`config.mk`:
```
export PLATFORM = sky130hd
export DESIGN_NAME = moving_average_ring
export DESIGN_NICKNAME = d
export VERILOG_FILES = /design/src/rtl/mar_pkg.sv /design/src/rtl/mar_ctrl.sv /design/src/rtl/mar_dp.sv /design/src/rtl/moving_average_ring.sv
export SDC_FILE = /design/constraint.sdc
export NUM_CORES = 1
export LEC_CHECK = 0
export ABC_AREA = 1
export BUFFER_PORTS_ARGS = -buffer_cell sky130_fd_sc_hd__buf_4
export CAP_MARGIN = 20
export CORE_AREA = 2 2 284 286
export CTS_BUF_LIST = sky130_fd_sc_hd__clkbuf_8 sky130_fd_sc_hd__clkbuf_16
export DETAILED_ROUTE_END_ITERATION = 8
export DIE_AREA = 0 0 286 288
export GPL_ROUTABILITY_DRIVEN = 0
export HOLD_SLACK_MARGIN = 0.06
export PLACE_DENSITY_LB_ADDON = 0.12
export REMOVE_ABC_BUFFERS = 1
export SYNTH_ARGS = -nofsm -noshare
export SYNTH_HDL_FRONTEND = slang
export SYNTH_SLANG_ARGS = --single-unit
export TNS_END_PERCENT = 1
```
`constraint.sdc`:
```
create_clock -name clk -period 8.8 [get_ports clk]
set_input_delay 0.44 -clock clk [delete_from_list [all_inputs] [get_ports clk]]
set_output_delay 0.44 -clock clk [all_outputs]
set_load 0.01 [all_outputs]
```
`src/rtl/mar_pkg.sv`:
```
// ----------------------------------------------------------------------------
// mar_pkg
// Shared widths, command and status types for the moving average ring.
// ----------------------------------------------------------------------------
package mar_pkg;

    localparam int MAX_WINDOW  = 64;
    localparam int SAMPLE_BITS = 16;
    localparam int WIN_BITS    = 7;
    localparam int SLOT_BITS   = $clog2(MAX_WINDOW);
    localparam int CNT_BITS    = SLOT_BITS + 1;
    localparam int SUM_BITS    = SAMPLE_BITS + SLOT_BITS;
    localparam int DIV_STEPS   = SUM_BITS;
    localparam int STEP_BITS   = $clog2(DIV_STEPS);
    localparam int OUT_BITS    = SAMPLE_BITS + CNT_BITS;
    localparam int OUT_BYTES   = (OUT_BITS + 7) / 8;
    localparam int OUT_PAD     = OUT_BYTES * 8 - OUT_BITS;

    typedef struct packed {
        logic cfg_write;
        logic clear;
        logic push;
        logic sum;
        logic div_step;
        logic load_out;
    } cmd_t;

    typedef struct packed {
        logic last_step;
        logic out_free;
    } status_t;

endpackage

```
`src/rtl/mar_ctrl.sv`:
```
// ----------------------------------------------------------------------------
// mar_ctrl
// Sequencer: accepts words and config writes, steps sum, divide and output.
// ----------------------------------------------------------------------------
module mar_ctrl
(
    input  logic             clk,
    input  logic             rst_n,
    input  logic             s_tvalid,
    input  logic             func,
    output logic             s_tready,
    input  logic             cfg_valid,
    output logic             cfg_ready,
    input  mar_pkg::status_t status,
    output mar_pkg::cmd_t    cmd
);
    import mar_pkg::*;

    typedef enum logic [3:0] {
        ST_IDLE = 4'b0001,
        ST_SUM  = 4'b0010,
        ST_DIV  = 4'b0100,
        ST_DONE = 4'b1000
    } state_t;

    state_t state_reg;
    state_t state_next;

    always_comb
    begin
        state_next = state_reg;
        cmd        = '0;
        s_tready   = 1'b0;
        cfg_ready  = 1'b0;
        case (state_reg)
            ST_IDLE:
            begin
                cfg_ready = 1'b1;
                s_tready  = !cfg_valid;
                if (cfg_valid)
                begin
                    cmd.cfg_write = 1'b1;
                end
                else if (s_tvalid)
                begin
                    if (func)
                    begin
                        cmd.clear  = 1'b1;
                        state_next = ST_DONE;
                    end
                    else
                    begin
                        cmd.push   = 1'b1;
                        state_next = ST_SUM;
                    end
                end
            end
            ST_SUM:
            begin
                cmd.sum    = 1'b1;
                state_next = ST_DIV;
            end
            ST_DIV:
            begin
                cmd.div_step = 1'b1;
                if (status.last_step)
                begin
                    state_next = ST_DONE;
                end
            end
            ST_DONE:
            begin
                if (status.out_free)
                begin
                    cmd.load_out = 1'b1;
                    state_next   = ST_IDLE;
                end
            end
            default:
            begin
                state_next = ST_IDLE;
            end
        endcase
    end

    always_ff @(posedge clk or negedge rst_n)
    begin
        if (!rst_n)
        begin
            state_reg <= ST_IDLE;
        end
        else
        begin
            state_reg <= state_next;
        end
    end

    a_onehot: assert property (@(posedge clk) disable iff (!rst_n)
        $onehot(state_reg))
        else $error("state register not one-hot");

    a_one_side: assert property (@(posedge clk) disable iff (!rst_n)
        !(s_tready && cfg_valid))
        else $error("word accepted together with config write");

    a_div_done: assert property (@(posedge clk) disable iff (!rst_n)
        (state_reg == ST_DIV && status.last_step) |=> state_reg == ST_DONE)
        else $error("divide end not followed by output stage");

endmodule

```
`src/rtl/mar_dp.sv`:
```
// ----------------------------------------------------------------------------
// mar_dp
// Datapath: ring store, running sum, held count, serial divider, output word.
// ----------------------------------------------------------------------------
module mar_dp
(
    input  logic                                clk,
    input  logic                                rst_n,
    input  mar_pkg::cmd_t                       cmd,
    output mar_pkg::status_t                    status,
    input  logic [mar_pkg::WIN_BITS-1:0]        cfg_data,
    input  logic signed [mar_pkg::SAMPLE_BITS-1:0] sample,
    input  logic                                m_tready,
    output logic                                m_tvalid,
    output logic signed [mar_pkg::SAMPLE_BITS-1:0] average,
    output logic [mar_pkg::CNT_BITS-1:0]        samples_held
);
    import mar_pkg::*;

    logic [SAMPLE_BITS-1:0] mem [MAX_WINDOW];

    logic [WIN_BITS-1:0]    win_reg;
    logic [SLOT_BITS-1:0]   slot_reg;
    logic [CNT_BITS-1:0]    held_reg;
    logic [SUM_BITS-1:0]    sum_reg;
    logic [SAMPLE_BITS-1:0] sample_reg;
    logic [SAMPLE_BITS-1:0] rd_reg;
    logic [SUM_BITS-1:0]    quo_reg;
    logic [CNT_BITS-1:0]    rem_reg;
    logic [CNT_BITS-1:0]    div_reg;
    logic                   neg_reg;
    logic [STEP_BITS-1:0]   step_reg;
    logic [SAMPLE_BITS-1:0] avg_reg;
    logic [CNT_BITS-1:0]    cnt_reg;
    logic                   valid_reg;

    logic [CNT_BITS-1:0]    eff_win;
    logic                   warm;
    logic [SAMPLE_BITS-1:0] old_val;
    logic [SUM_BITS-1:0]    sum_next;
    logic [SUM_BITS-1:0]    mag;
    logic [CNT_BITS-1:0]    slot_inc;
    logic [SLOT_BITS-1:0]   slot_next;
    logic [CNT_BITS-1:0]    held_next;
    logic [CNT_BITS:0]      trial;
    logic [CNT_BITS:0]      diff;
    logic [SAMPLE_BITS-1:0] quo_low;

    always_comb
    begin
        if (win_reg == '0)
        begin
            eff_win = CNT_BITS'(1);
        end
        else if (int'(win_reg) > MAX_WINDOW)
        begin
            eff_win = CNT_BITS'(MAX_WINDOW);
        end
        else
        begin
            eff_win = CNT_BITS'(win_reg);
        end
    end

    assign warm     = held_reg < eff_win;
    assign old_val  = warm ? '0 : rd_reg;
    assign sum_next = sum_reg
                    + {{(SUM_BITS-SAMPLE_BITS){sample_reg[SAMPLE_BITS-1]}}, sample_reg}
                    - {{(SUM_BITS-SAMPLE_BITS){old_val[SAMPLE_BITS-1]}}, old_val};
    assign mag       = sum_next[SUM_BITS-1] ? (~sum_next + SUM_BITS'(1)) : sum_next;
    assign slot_inc  = {1'b0, slot_reg} + CNT_BITS'(1);
    assign slot_next = (slot_inc >= eff_win) ? '0 : slot_inc[SLOT_BITS-1:0];
    assign held_next = warm ? (held_reg + CNT_BITS'(1)) : held_reg;

    assign trial   = {rem_reg, quo_reg[SUM_BITS-1]};
    assign diff    = trial - {1'b0, div_reg};
    assign quo_low = quo_reg[SAMPLE_BITS-1:0];

    assign status.last_step = step_reg == STEP_BITS'(DIV_STEPS - 1);
    assign status.out_free  = !valid_reg || m_tready;

    assign m_tvalid     = valid_reg;
    assign average      = avg_reg;
    assign samples_held = cnt_reg;

    always_ff @(posedge clk)
    begin
        if (cmd.push)
        begin
            rd_reg <= mem[slot_reg];
        end
        if (cmd.sum)
        begin
            mem[slot_reg] <= sample_reg;
        end
    end

    always_ff @(posedge clk or negedge rst_n)
    begin
        if (!rst_n)
        begin
            win_reg  <= WIN_BITS'(64);
            slot_reg <= '0;
            held_reg <= '0;
            sum_reg  <= '0;
        end
        else if (cmd.cfg_write)
        begin
            win_reg  <= cfg_data;
            slot_reg <= '0;
            held_reg <= '0;
            sum_reg  <= '0;
        end
        else if (cmd.clear)
        begin
            slot_reg <= '0;
            held_reg <= '0;
            sum_reg  <= '0;
        end
        else if (cmd.sum)
        begin
            slot_reg <= slot_next;
            held_reg <= held_next;
            sum_reg  <= sum_next;
        end
    end

    always_ff @(posedge clk)
    begin
        if (cmd.push)
        begin
            sample_reg <= sample;
        end
        if (cmd.clear)
        begin
            quo_reg <= '0;
            neg_reg <= 1'b0;
        end
        else if (cmd.sum)
        begin
            quo_reg  <= mag;
            rem_reg  <= '0;
            div_reg  <= held_next;
            neg_reg  <= sum_next[SUM_BITS-1];
            step_reg <= '0;
        end
        else if (cmd.div_step)
        begin
            if (!diff[CNT_BITS])
            begin
                rem_reg <= diff[CNT_BITS-1:0];
                quo_reg <= {quo_reg[SUM_BITS-2:0], 1'b1};
            end
            else
            begin
                rem_reg <= trial[CNT_BITS-1:0];
                quo_reg <= {quo_reg[SUM_BITS-2:0], 1'b0};
            end
            step_reg <= step_reg + STEP_BITS'(1);
        end
        if (cmd.load_out)
        begin
            avg_reg <= neg_reg ? (~quo_low + SAMPLE_BITS'(1)) : quo_low;
            cnt_reg <= held_reg;
        end
    end

    always_ff @(posedge clk or negedge rst_n)
    begin
        if (!rst_n)
        begin
            valid_reg <= 1'b0;
        end
        else if (cmd.load_out)
        begin
            valid_reg <= 1'b1;
        end
        else if (m_tready)
        begin
            valid_reg <= 1'b0;
        end
    end

    a_held_bound: assert property (@(posedge clk) disable iff (!rst_n)
        held_reg <= eff_win)
        else $error("held count above window");

    a_slot_bound: assert property (@(posedge clk) disable iff (!rst_n)
        CNT_BITS'(slot_reg) < eff_win)
        else $error("write slot outside window");

    a_warm_slot: assert property (@(posedge clk) disable iff (!rst_n)
        warm |-> CNT_BITS'(slot_reg) == held_reg)
        else $error("write slot and held count out of step during warm-up");

    a_no_overrun: assert property (@(posedge clk) disable iff (!rst_n)
        (valid_reg && !m_tready) |-> !cmd.load_out)
        else $error("output word overwritten while stalled");

endmodule

```
`src/rtl/moving_average_ring.sv`:
```
// ----------------------------------------------------------------------------
// moving_average_ring
// Moving average over a configurable window held in a ring store.
//
//  channel  direction  handshake               payload
//  s_*      in         s_tvalid / s_tready     tuser: func; tdata: sample
//  m_*      out        m_tvalid / m_tready     tdata: average, samples_held
//  cfg_*    in         cfg_valid / cfg_ready   cfg_data: window_len
//
// A push word is read from the store on the accept edge, then takes one sum
// update and the one-bit-per-cycle restoring divider before the output load.
// A clear word goes from accept straight to the output load.
// The next word is accepted at the earliest the cycle after the output load, so
// a new word is taken only when the last is through; a stalled output word holds
// the next result in the sequencer's last stage with s_tready low.
// Reset is asynchronous; the store needs no clearing pass, the held count
// masks entries not yet written.
// ----------------------------------------------------------------------------
module moving_average_ring
(
    input  logic                                 clk,
    input  logic                                 rst_n,
    input  logic                                 s_tvalid,
    output logic                                 s_tready,
    input  logic [mar_pkg::SAMPLE_BITS-1:0]      s_tdata,  // [15:0] sample
    input  logic                                 s_tuser,  // [0] func
    output logic                                 m_tvalid,
    input  logic                                 m_tready,
    output logic [mar_pkg::OUT_BYTES*8-1:0]      m_tdata,  // [15:0] average, [22:16] samples_held
    input  logic                                 cfg_valid,
    output logic                                 cfg_ready,
    input  logic [mar_pkg::WIN_BITS-1:0]         cfg_data
);
    import mar_pkg::*;

    cmd_t                   cmd;
    status_t                status;
    logic [SAMPLE_BITS-1:0] average;
    logic [CNT_BITS-1:0]    samples_held;

    mar_ctrl u_ctrl
    (
        .clk       (clk),
        .rst_n     (rst_n),
        .s_tvalid  (s_tvalid),
        .func      (s_tuser),
        .s_tready  (s_tready),
        .cfg_valid (cfg_valid),
        .cfg_ready (cfg_ready),
        .status    (status),
        .cmd       (cmd)
    );

    mar_dp u_dp
    (
        .clk          (clk),
        .rst_n        (rst_n),
        .cmd          (cmd),
        .status       (status),
        .cfg_data     (cfg_data),
        .sample       (s_tdata),
        .m_tready     (m_tready),
        .m_tvalid     (m_tvalid),
        .average      (average),
        .samples_held (samples_held)
    );

    assign m_tdata = {{OUT_PAD{1'b0}}, samples_held, average};

endmodule

```
==> key figures, run 1 <==
Outcome
  – Outcome: completed

Timing
  – Setup violators final: 0
  – Fin. max-slew vios: 0
  – Relative slew slack: 32.6%
  – Worst-Margin Slew: 1010 ps
  – Final hold violations: 0
  – Period minus WS final: 5120 ps
  – Fin worst setup slack: 3680 ps
  – RSZ-0062 raised after global routing: no
  – Min Hold Slack: approximately 140 ps
  – Worst clock skew: 35.1 ps
  – Setup tns final: 0 ps
  – Fin crit share: roughly three fifths
  – Maximum clock rate: 195 MHz

Synthesis
  – EDFF count, synth: 1,098
  – Async SR Flop Fraction: 4.02%
  – Top cells by count, synth: 1,098 x edfxtp_1, 865 x nand2_1, 284 x inv_1
  – Ranking of synthesized cells by area: edfxtp_1 70%, nand2_1 6.9%, a22oi_1 2.4%, dfrtp_1 2.4%, inv_1 2.3%
  – Top cell type's share of synthesized area: 69.8%
  – Count leader, synth: edfxtp_1
  – Synthesized cell area: roughly 0.047 mm2
  – Synthesized flop and latch total: about 1,200
  – Top_reg_cell synth: edfxtp_1
  – Mean post-synth cell area: 13.2 um2
  – Yosys warning total: 0
  – Yosys cell types: 55
  – Area leader, netlist: edfxtp_1
  – Cells after Synth: ~3,600
  – Post-synthesis sequential area ratio: 73.3%

Clock network
  – Post-CTS setup buffers: 0
  – Hold Buf Count CTS: 26
  – Clock Latency Late Sink: approximately 700 ps
  – Clk slew on worst S/H paths: 70 ps
  – Cts repair resizes: 0
  – Maximum clock insertion buffer count: 3
  – Num CTS Buffers: between 100 and 150
  – CTS root buffer: clkbuf_16
  – CTS Sinks: about 1,200
  – TritonCTS clock tree: done
  – H-tree levels: 3

Finish
  – Post-route cell area: 0.0529 mm2
  – Final nets: ~3,800
  – Number of diodes: 0
  – Max reg flops: 1,024
  – Fraction of layout cells with a size suffix above 1: 9.99%
  – Syn-to-layout area delta: 12.1%

Place
  – Post-DP Area: 0.0492 mm2
  – Dpl hpwl: 72,100 um
  – I/O Buffers: 54
  – Pre-CTS setup slack: 3810 ps

GRT
  – Vias in the first global route: slightly below 30,000
  – Initial antenna violation count: 2
  – GRT Total Usage: a little over 30%
  – Aggregate global routing overflow: 0
  – Global-route wire length before repair: roughly 180,000 um
  – Largest net degree at the start of global routing: 130

Floorplanning
  – Die ar.: a little over 0.08 mm2
  – IO Pins: 56
  – Core Rows: around 100
  – Initial cell density of the core: 59.3%
  – Total core area: 0.0796 mm2
  – Die Wd: 286 um
  – Die height: 288 um

Route
  – DR WL/cell: 25.7 um
  – DRC: 0
  – DR vias/cell: 6.19
  – Pre-antenna DRT Iters: 7
  – Post-Route WL: 126,000 um
  – 1st-iter DRT viols: approximately 3,600
  – Antenna Nets Post-Route: 0
  – Routed via count: 30,400

Worst setup path
  – Worst-path fanout max: 23
  – CP top delay family: simple AND/OR/NAND/NOR gates
  – Crit path buffers/inverters: 3
  – Reg-to-Reg End: u_dp.quo_reg[21]
  – Flop2flop setup slack: 3680 ps
  – Startpoint class of the critical path: register
  – CP max stage delay: 580 ps
  – Endpoint type of the worst setup path: register
  – Setup Crit Path Kind: reg2reg
  – Worst R2R Start: u_dp.win_reg[3]
  – Critical path required time: 9410 ps
  – WP data arrival: 5720 ps
  – FF-to-FF path depth: 27
  – Crit-path most repeated cell: nand2_1
  – CP max-delay cell: inv_1

Power and ir drop
  – Leakage: 19.2 nW
  – Peak VDD IR: 0.453 mV
  – Total power density per cell area: ~340 mW/mm2

Hold path
  – Worst Hold Depth: 3
  – Path type of the worst min-delay path: in2reg
  – HP Start: cfg_valid
  – Hold worst-path end: u_ctrl.state_reg[0]

Job
  – Max-cap viol count: 0
where the power goes:
| part | switching [mW] | leakage [nW] | internal (mW) |
|---|---|---|---|
| combinational | 4.85 | 6.64 | 2.03 |
| sequential | 0.134 | 10.7 | 6.66 |
| clock | 2.03 | 1.86 | 2.51 |
| total | 7.02 | 19.2 | 11.2 |
cell families after synthesis:
| group | after synthesis | synth area share (%) |
|---|---|---|
| xor+xnor | 35 | 0.649 |
| other cells | 1 | 0.00794 |
| compound gates | 500 | 7.59 |
| flops | 1168 | 73.3 |
| simple gates | 1359 | 12.4 |
| buf+inv | 449 | 3.83 |
| fa+ha+maj | 71 | 2.23 |
worst register-to-register path: cells and delay by family (launching register included):
kind / cells / cell delay (ps)
simple gates: 18 / 2260
fa+ha+maj: 3 / 1140
flops: 1 / 400
buf+inv: 3 / 670
compound gates: 3 / 550
stage by stage:
step                      std cells  total power, mW  utilization (%)
after floorplan                3443             11.7                -
after global placement         4665             13.4             61.7
after detailed placement       4665             13.6             61.7
after CTS                      4903             18.1             66.5
after global routing           4904             19.3             66.5
final                          4904             18.2             66.5
layer usage:
| layer | GRT usage (%) | wire length (um) |
|---|---|---|
| met1 | 42.1 | 49300 |
| met2 | 50.1 | 60000 |
| met3 | 4.56 | 12000 |
| met4 | 11.6 | 4940 |
| met5 | 0 | 26 |
cell usage in the layout, fill, tap and decap left out, drive strengths merged, types with 3 or more instances in the layout:
cell type and n:
nor2 184, nand4 145, inv 346, a22o 59
o22ai 33, a31oi 9, nor3 17, dfxtp 23
nand3 110, o2111ai 4, bufinv 5, dfrtp 45
buf 163, o2bb2ai 7, or2 8, nor4 3
clkinv 53, a21oi 61, a221oi 89, o211ai 3
and3 9, xor2 28, o31ai 6, ha 49
clkbuf 115, edfxtp 1098, xnor2 7, fa 22
nand2 880, a22oi 153, o21ai 68, dlygate4sd3 26
final cells by class:
type | instances | area [um2]
clock inverters | 97 | 624
flip-flops and latches | 1168 | 34600
repair buffers | 189 | 1500
inverters | 309 | 1180
multi-input cells | 1966 | 10800
fillers | 5658 | 26700
clock buffers | 115 | 2870
well taps | 1060 | 1330
worst max-delay path by stage:
stage | from | to | slack [ps] | cells past startpoint
finish | u_dp.win_reg[3] | u_dp.quo_reg[21] | 3680 | 27
global route | u_dp.win_reg[1] | u_dp.quo_reg[19] | 3140 | 31
CTS | u_dp.win_reg[3] | u_dp.quo_reg[20] | 3750 | 28
detailed placement | u_dp.win_reg[3] | u_dp.quo_reg[20] | 3810 | 28
global placement | u_dp.win_reg[1] | u_dp.quo_reg[20] | 3910 | 28
floorplan | u_dp.slot_reg[1] | u_dp.mem[17][0] | -680 | 3
Power figures use the tool's default switching activity.
==> inputs of run 2 (changes only) <==
Settings changed: CORE_AREA 2 2 284 286 to 2 2 291 293, DIE_AREA 0 0 286 288 to 0 0 293 295.
Clock period 8.8 ns to 4.7 ns, I/O delays scaled along.
==> run 2 against run 1 <==
Sequential power increased by 87%. Critical path type unchanged. Cell count increased by 1.3%. Utilization decreased by 1.6 points.
==> key figures, run 2 (synthesis results as in run 1) <==
Outcome
  – Outcome: completed

Worst setup path
  – CP max-delay cell: fa_1
  – WP data arrival: 4990 ps
  – Crit-path most repeated cell: nand2_1
  – Flop2flop setup slack: 300 ps
  – Setup Crit Path Kind: reg2reg
  – Worst-path fanout max: 26
  – Startpoint class of the critical path: register
  – Endpoint type of the worst setup path: register
  – Critical path required time: 5280 ps
  – Worst R2R Start: u_dp.win_reg[1]
  – Reg-to-Reg End: u_dp.quo_reg[12]
  – CP max stage delay: between 400 and 500 ps
  – FF-to-FF path depth: 29

Timing
  – Final hold violations: 0
  – Maximum clock rate: about 230 MHz
  – Fin. max-slew vios: 0
  – Worst clock skew: about 25 ps
  – Worst-Margin Slew: 1090 ps
  – Fin crit share: between 90 and 100%
  – Relative slew slack: 26.8%
  – Fin worst setup slack: 297 ps
  – Min Hold Slack: 123 ps
  – Setup violators final: 0
  – Period minus WS final: 4400 ps

Power and ir drop
  – Total power density per cell area: 666 mW/mm2
  – Seq pwr share: 35.4%
  – Combinational share of power: between 30% and 40%
  – Tot Pwr: between 30 and 40 mW
  – Peak VDD IR: 0.572 mV
  – Clk network pwr share: 25.8%
  – Int Pwr: 22.3 mW
  – Switching Share: a little under two fifths
  – Sw Pwr: 13.6 mW
  – Leakage: 19.5 nW

Place
  – Dpl hpwl: 75,800 um
  – Pre-CTS setup slack: 129 ps
  – I/O Buffers: 54

Floorplanning
  – IO Pins: 56
  – Die ar.: 0.0864 mm2
  – Die height: 295 um
  – Die Wd: about 290 um
  – Initial cell density of the core: 56.8%
  – Core Rows: approximately 110
  – Total core area: about 0.083 mm2

Clock network
  – Clk slew on worst S/H paths: 60 ps
  – Maximum clock insertion buffer count: 3
  – H-tree levels: 3
  – Clock Latency Late Sink: 700 ps
  – TritonCTS clock tree: done
  – CTS Sinks: 1,168
  – CTS root buffer: clkbuf_16
  – Num CTS Buffers: 115

Route
  – 1st-iter DRT viols: 3,493
  – Routed via count: 30,400
  – DR vias/cell: approximately 6.1
  – DRC: 0
  – Pre-antenna DRT Iters: 8
  – DR WL/cell: 25.8 um
  – Post-Route WL: about 130,000 um
  – Antenna Nets Post-Route: 0

GRT
  – Global-route wire length before repair: 188,000 um
  – Vias in the first global route: 29,800
  – Largest net degree at the start of global routing: 80
  – Initial antenna violation count: 5
  – GRT Total Usage: between 20% and 30%
  – Aggregate global routing overflow: 0

Finish
  – # fillers: 6,015
  – Number of diodes: 0
  – Commonest non-fill, non-tap cell in the layout: edfxtp_1
  – Fin util: 64.9%
  – Final nets: a little under 4,000
  – Fraction of layout cells with a size suffix above 1: between 10% and 20%
  – Syn-to-layout area delta: 14.2%
  – Max reg flops: around 1,000
  – Most frequent cells in the layout: 1,098 x edfxtp_1, 852 x nand2_1, 302 x inv_1

Job
  – Max-cap viol count: 0

Hold path
  – Path type of the worst min-delay path: in2async
run 2: cell count changes in the layout (fill, tap and decap cells not counted), moves of 7 or more:
cell and delta:
buf_4 +36, inv_1 -20, ha_1 -13, nand2_1 -13, nand2_2 +12, bufinv_16 +11, nor2_1 -10, ha_2 +9
nor2_2 +9, buf_12 +7
run 2: final cells by class:
cell class                      instances  area (um2)  area share (%)
Sequential cell                      1168       34600            64.2
Multi-Input combinational cell       1966       11000            20.4
Clock buffer                          119        2960            5.48
Timing Repair Buffer                  234        1930            3.59
Tap cell                             1080        1350            2.51
Inverter                              309        1180            2.19
Clock inverter                         94         886            1.64
run 2: power groups by stage:
| stage | Combinational, mW | Sequential (mW) | Clock [mW] |
|---|---|---|---|
| after floorplan | 8.73 | 13.2 | 0 |
| after global placement | 12.6 | 12.9 | 0 |
| after detailed placement | 12.9 | 12.9 | 0 |
| after CTS | 13.0 | 12.7 | 9.38 |
| after global routing | 15.4 | 12.8 | 9.77 |
| final | 13.9 | 12.7 | 9.27 |
run 2: worst max-delay path by stage:
stage / startpoint / endpoint / cells after the start / slack (ps)
final: u_dp.win_reg[1] / u_dp.quo_reg[12] / 29 / 300
after global routing: u_dp.win_reg[5] / u_dp.quo_reg[19] / 29 / -30
after detailed placement: u_dp.win_reg[6] / u_dp.quo_reg[19] / 29 / 130
after floorplan: u_dp.slot_reg[1] / u_dp.mem[17][0] / 3 / -4780
after CTS: u_dp.win_reg[6] / u_dp.quo_reg[19] / 29 / 110
after global placement: u_dp.win_reg[1] / u_dp.quo_reg[20] / 25 / 120
run 2: layer usage:
metal | global-route usage (%) | share of wire [%]
met5 | 0 | 0.017
met4 | 11.9 | 3.9
met3 | 4.90 | 9.4
met2 | 49.2 | 48
met1 | 39.8 | 39
run 2: stage by stage:
step	instances	instance area (um2)	TNS, ps
after floorplan	3443	46600	-666830
after global placement	4723	49600	0
after detailed placement	4723	49600	0
after CTS	4964	53700	0
after global routing	4970	53900	-62.2
final	4970	53900	0
run 2: repair_timing:
action,CTS,global route
endpoints found under the hold margin,88,0
gates resized for setup,0,56
hold buffers,28,0
setup endpoints to repair,0,22
buffers inserted,0,5
run 2: critical path, delay by kind of cell (launching register included):
family,cells,cell delay (ps)
flops,1,400
fa+ha+maj,3,1100
compound gates,4,540
simple gates,17,1830
buf+inv,5,400
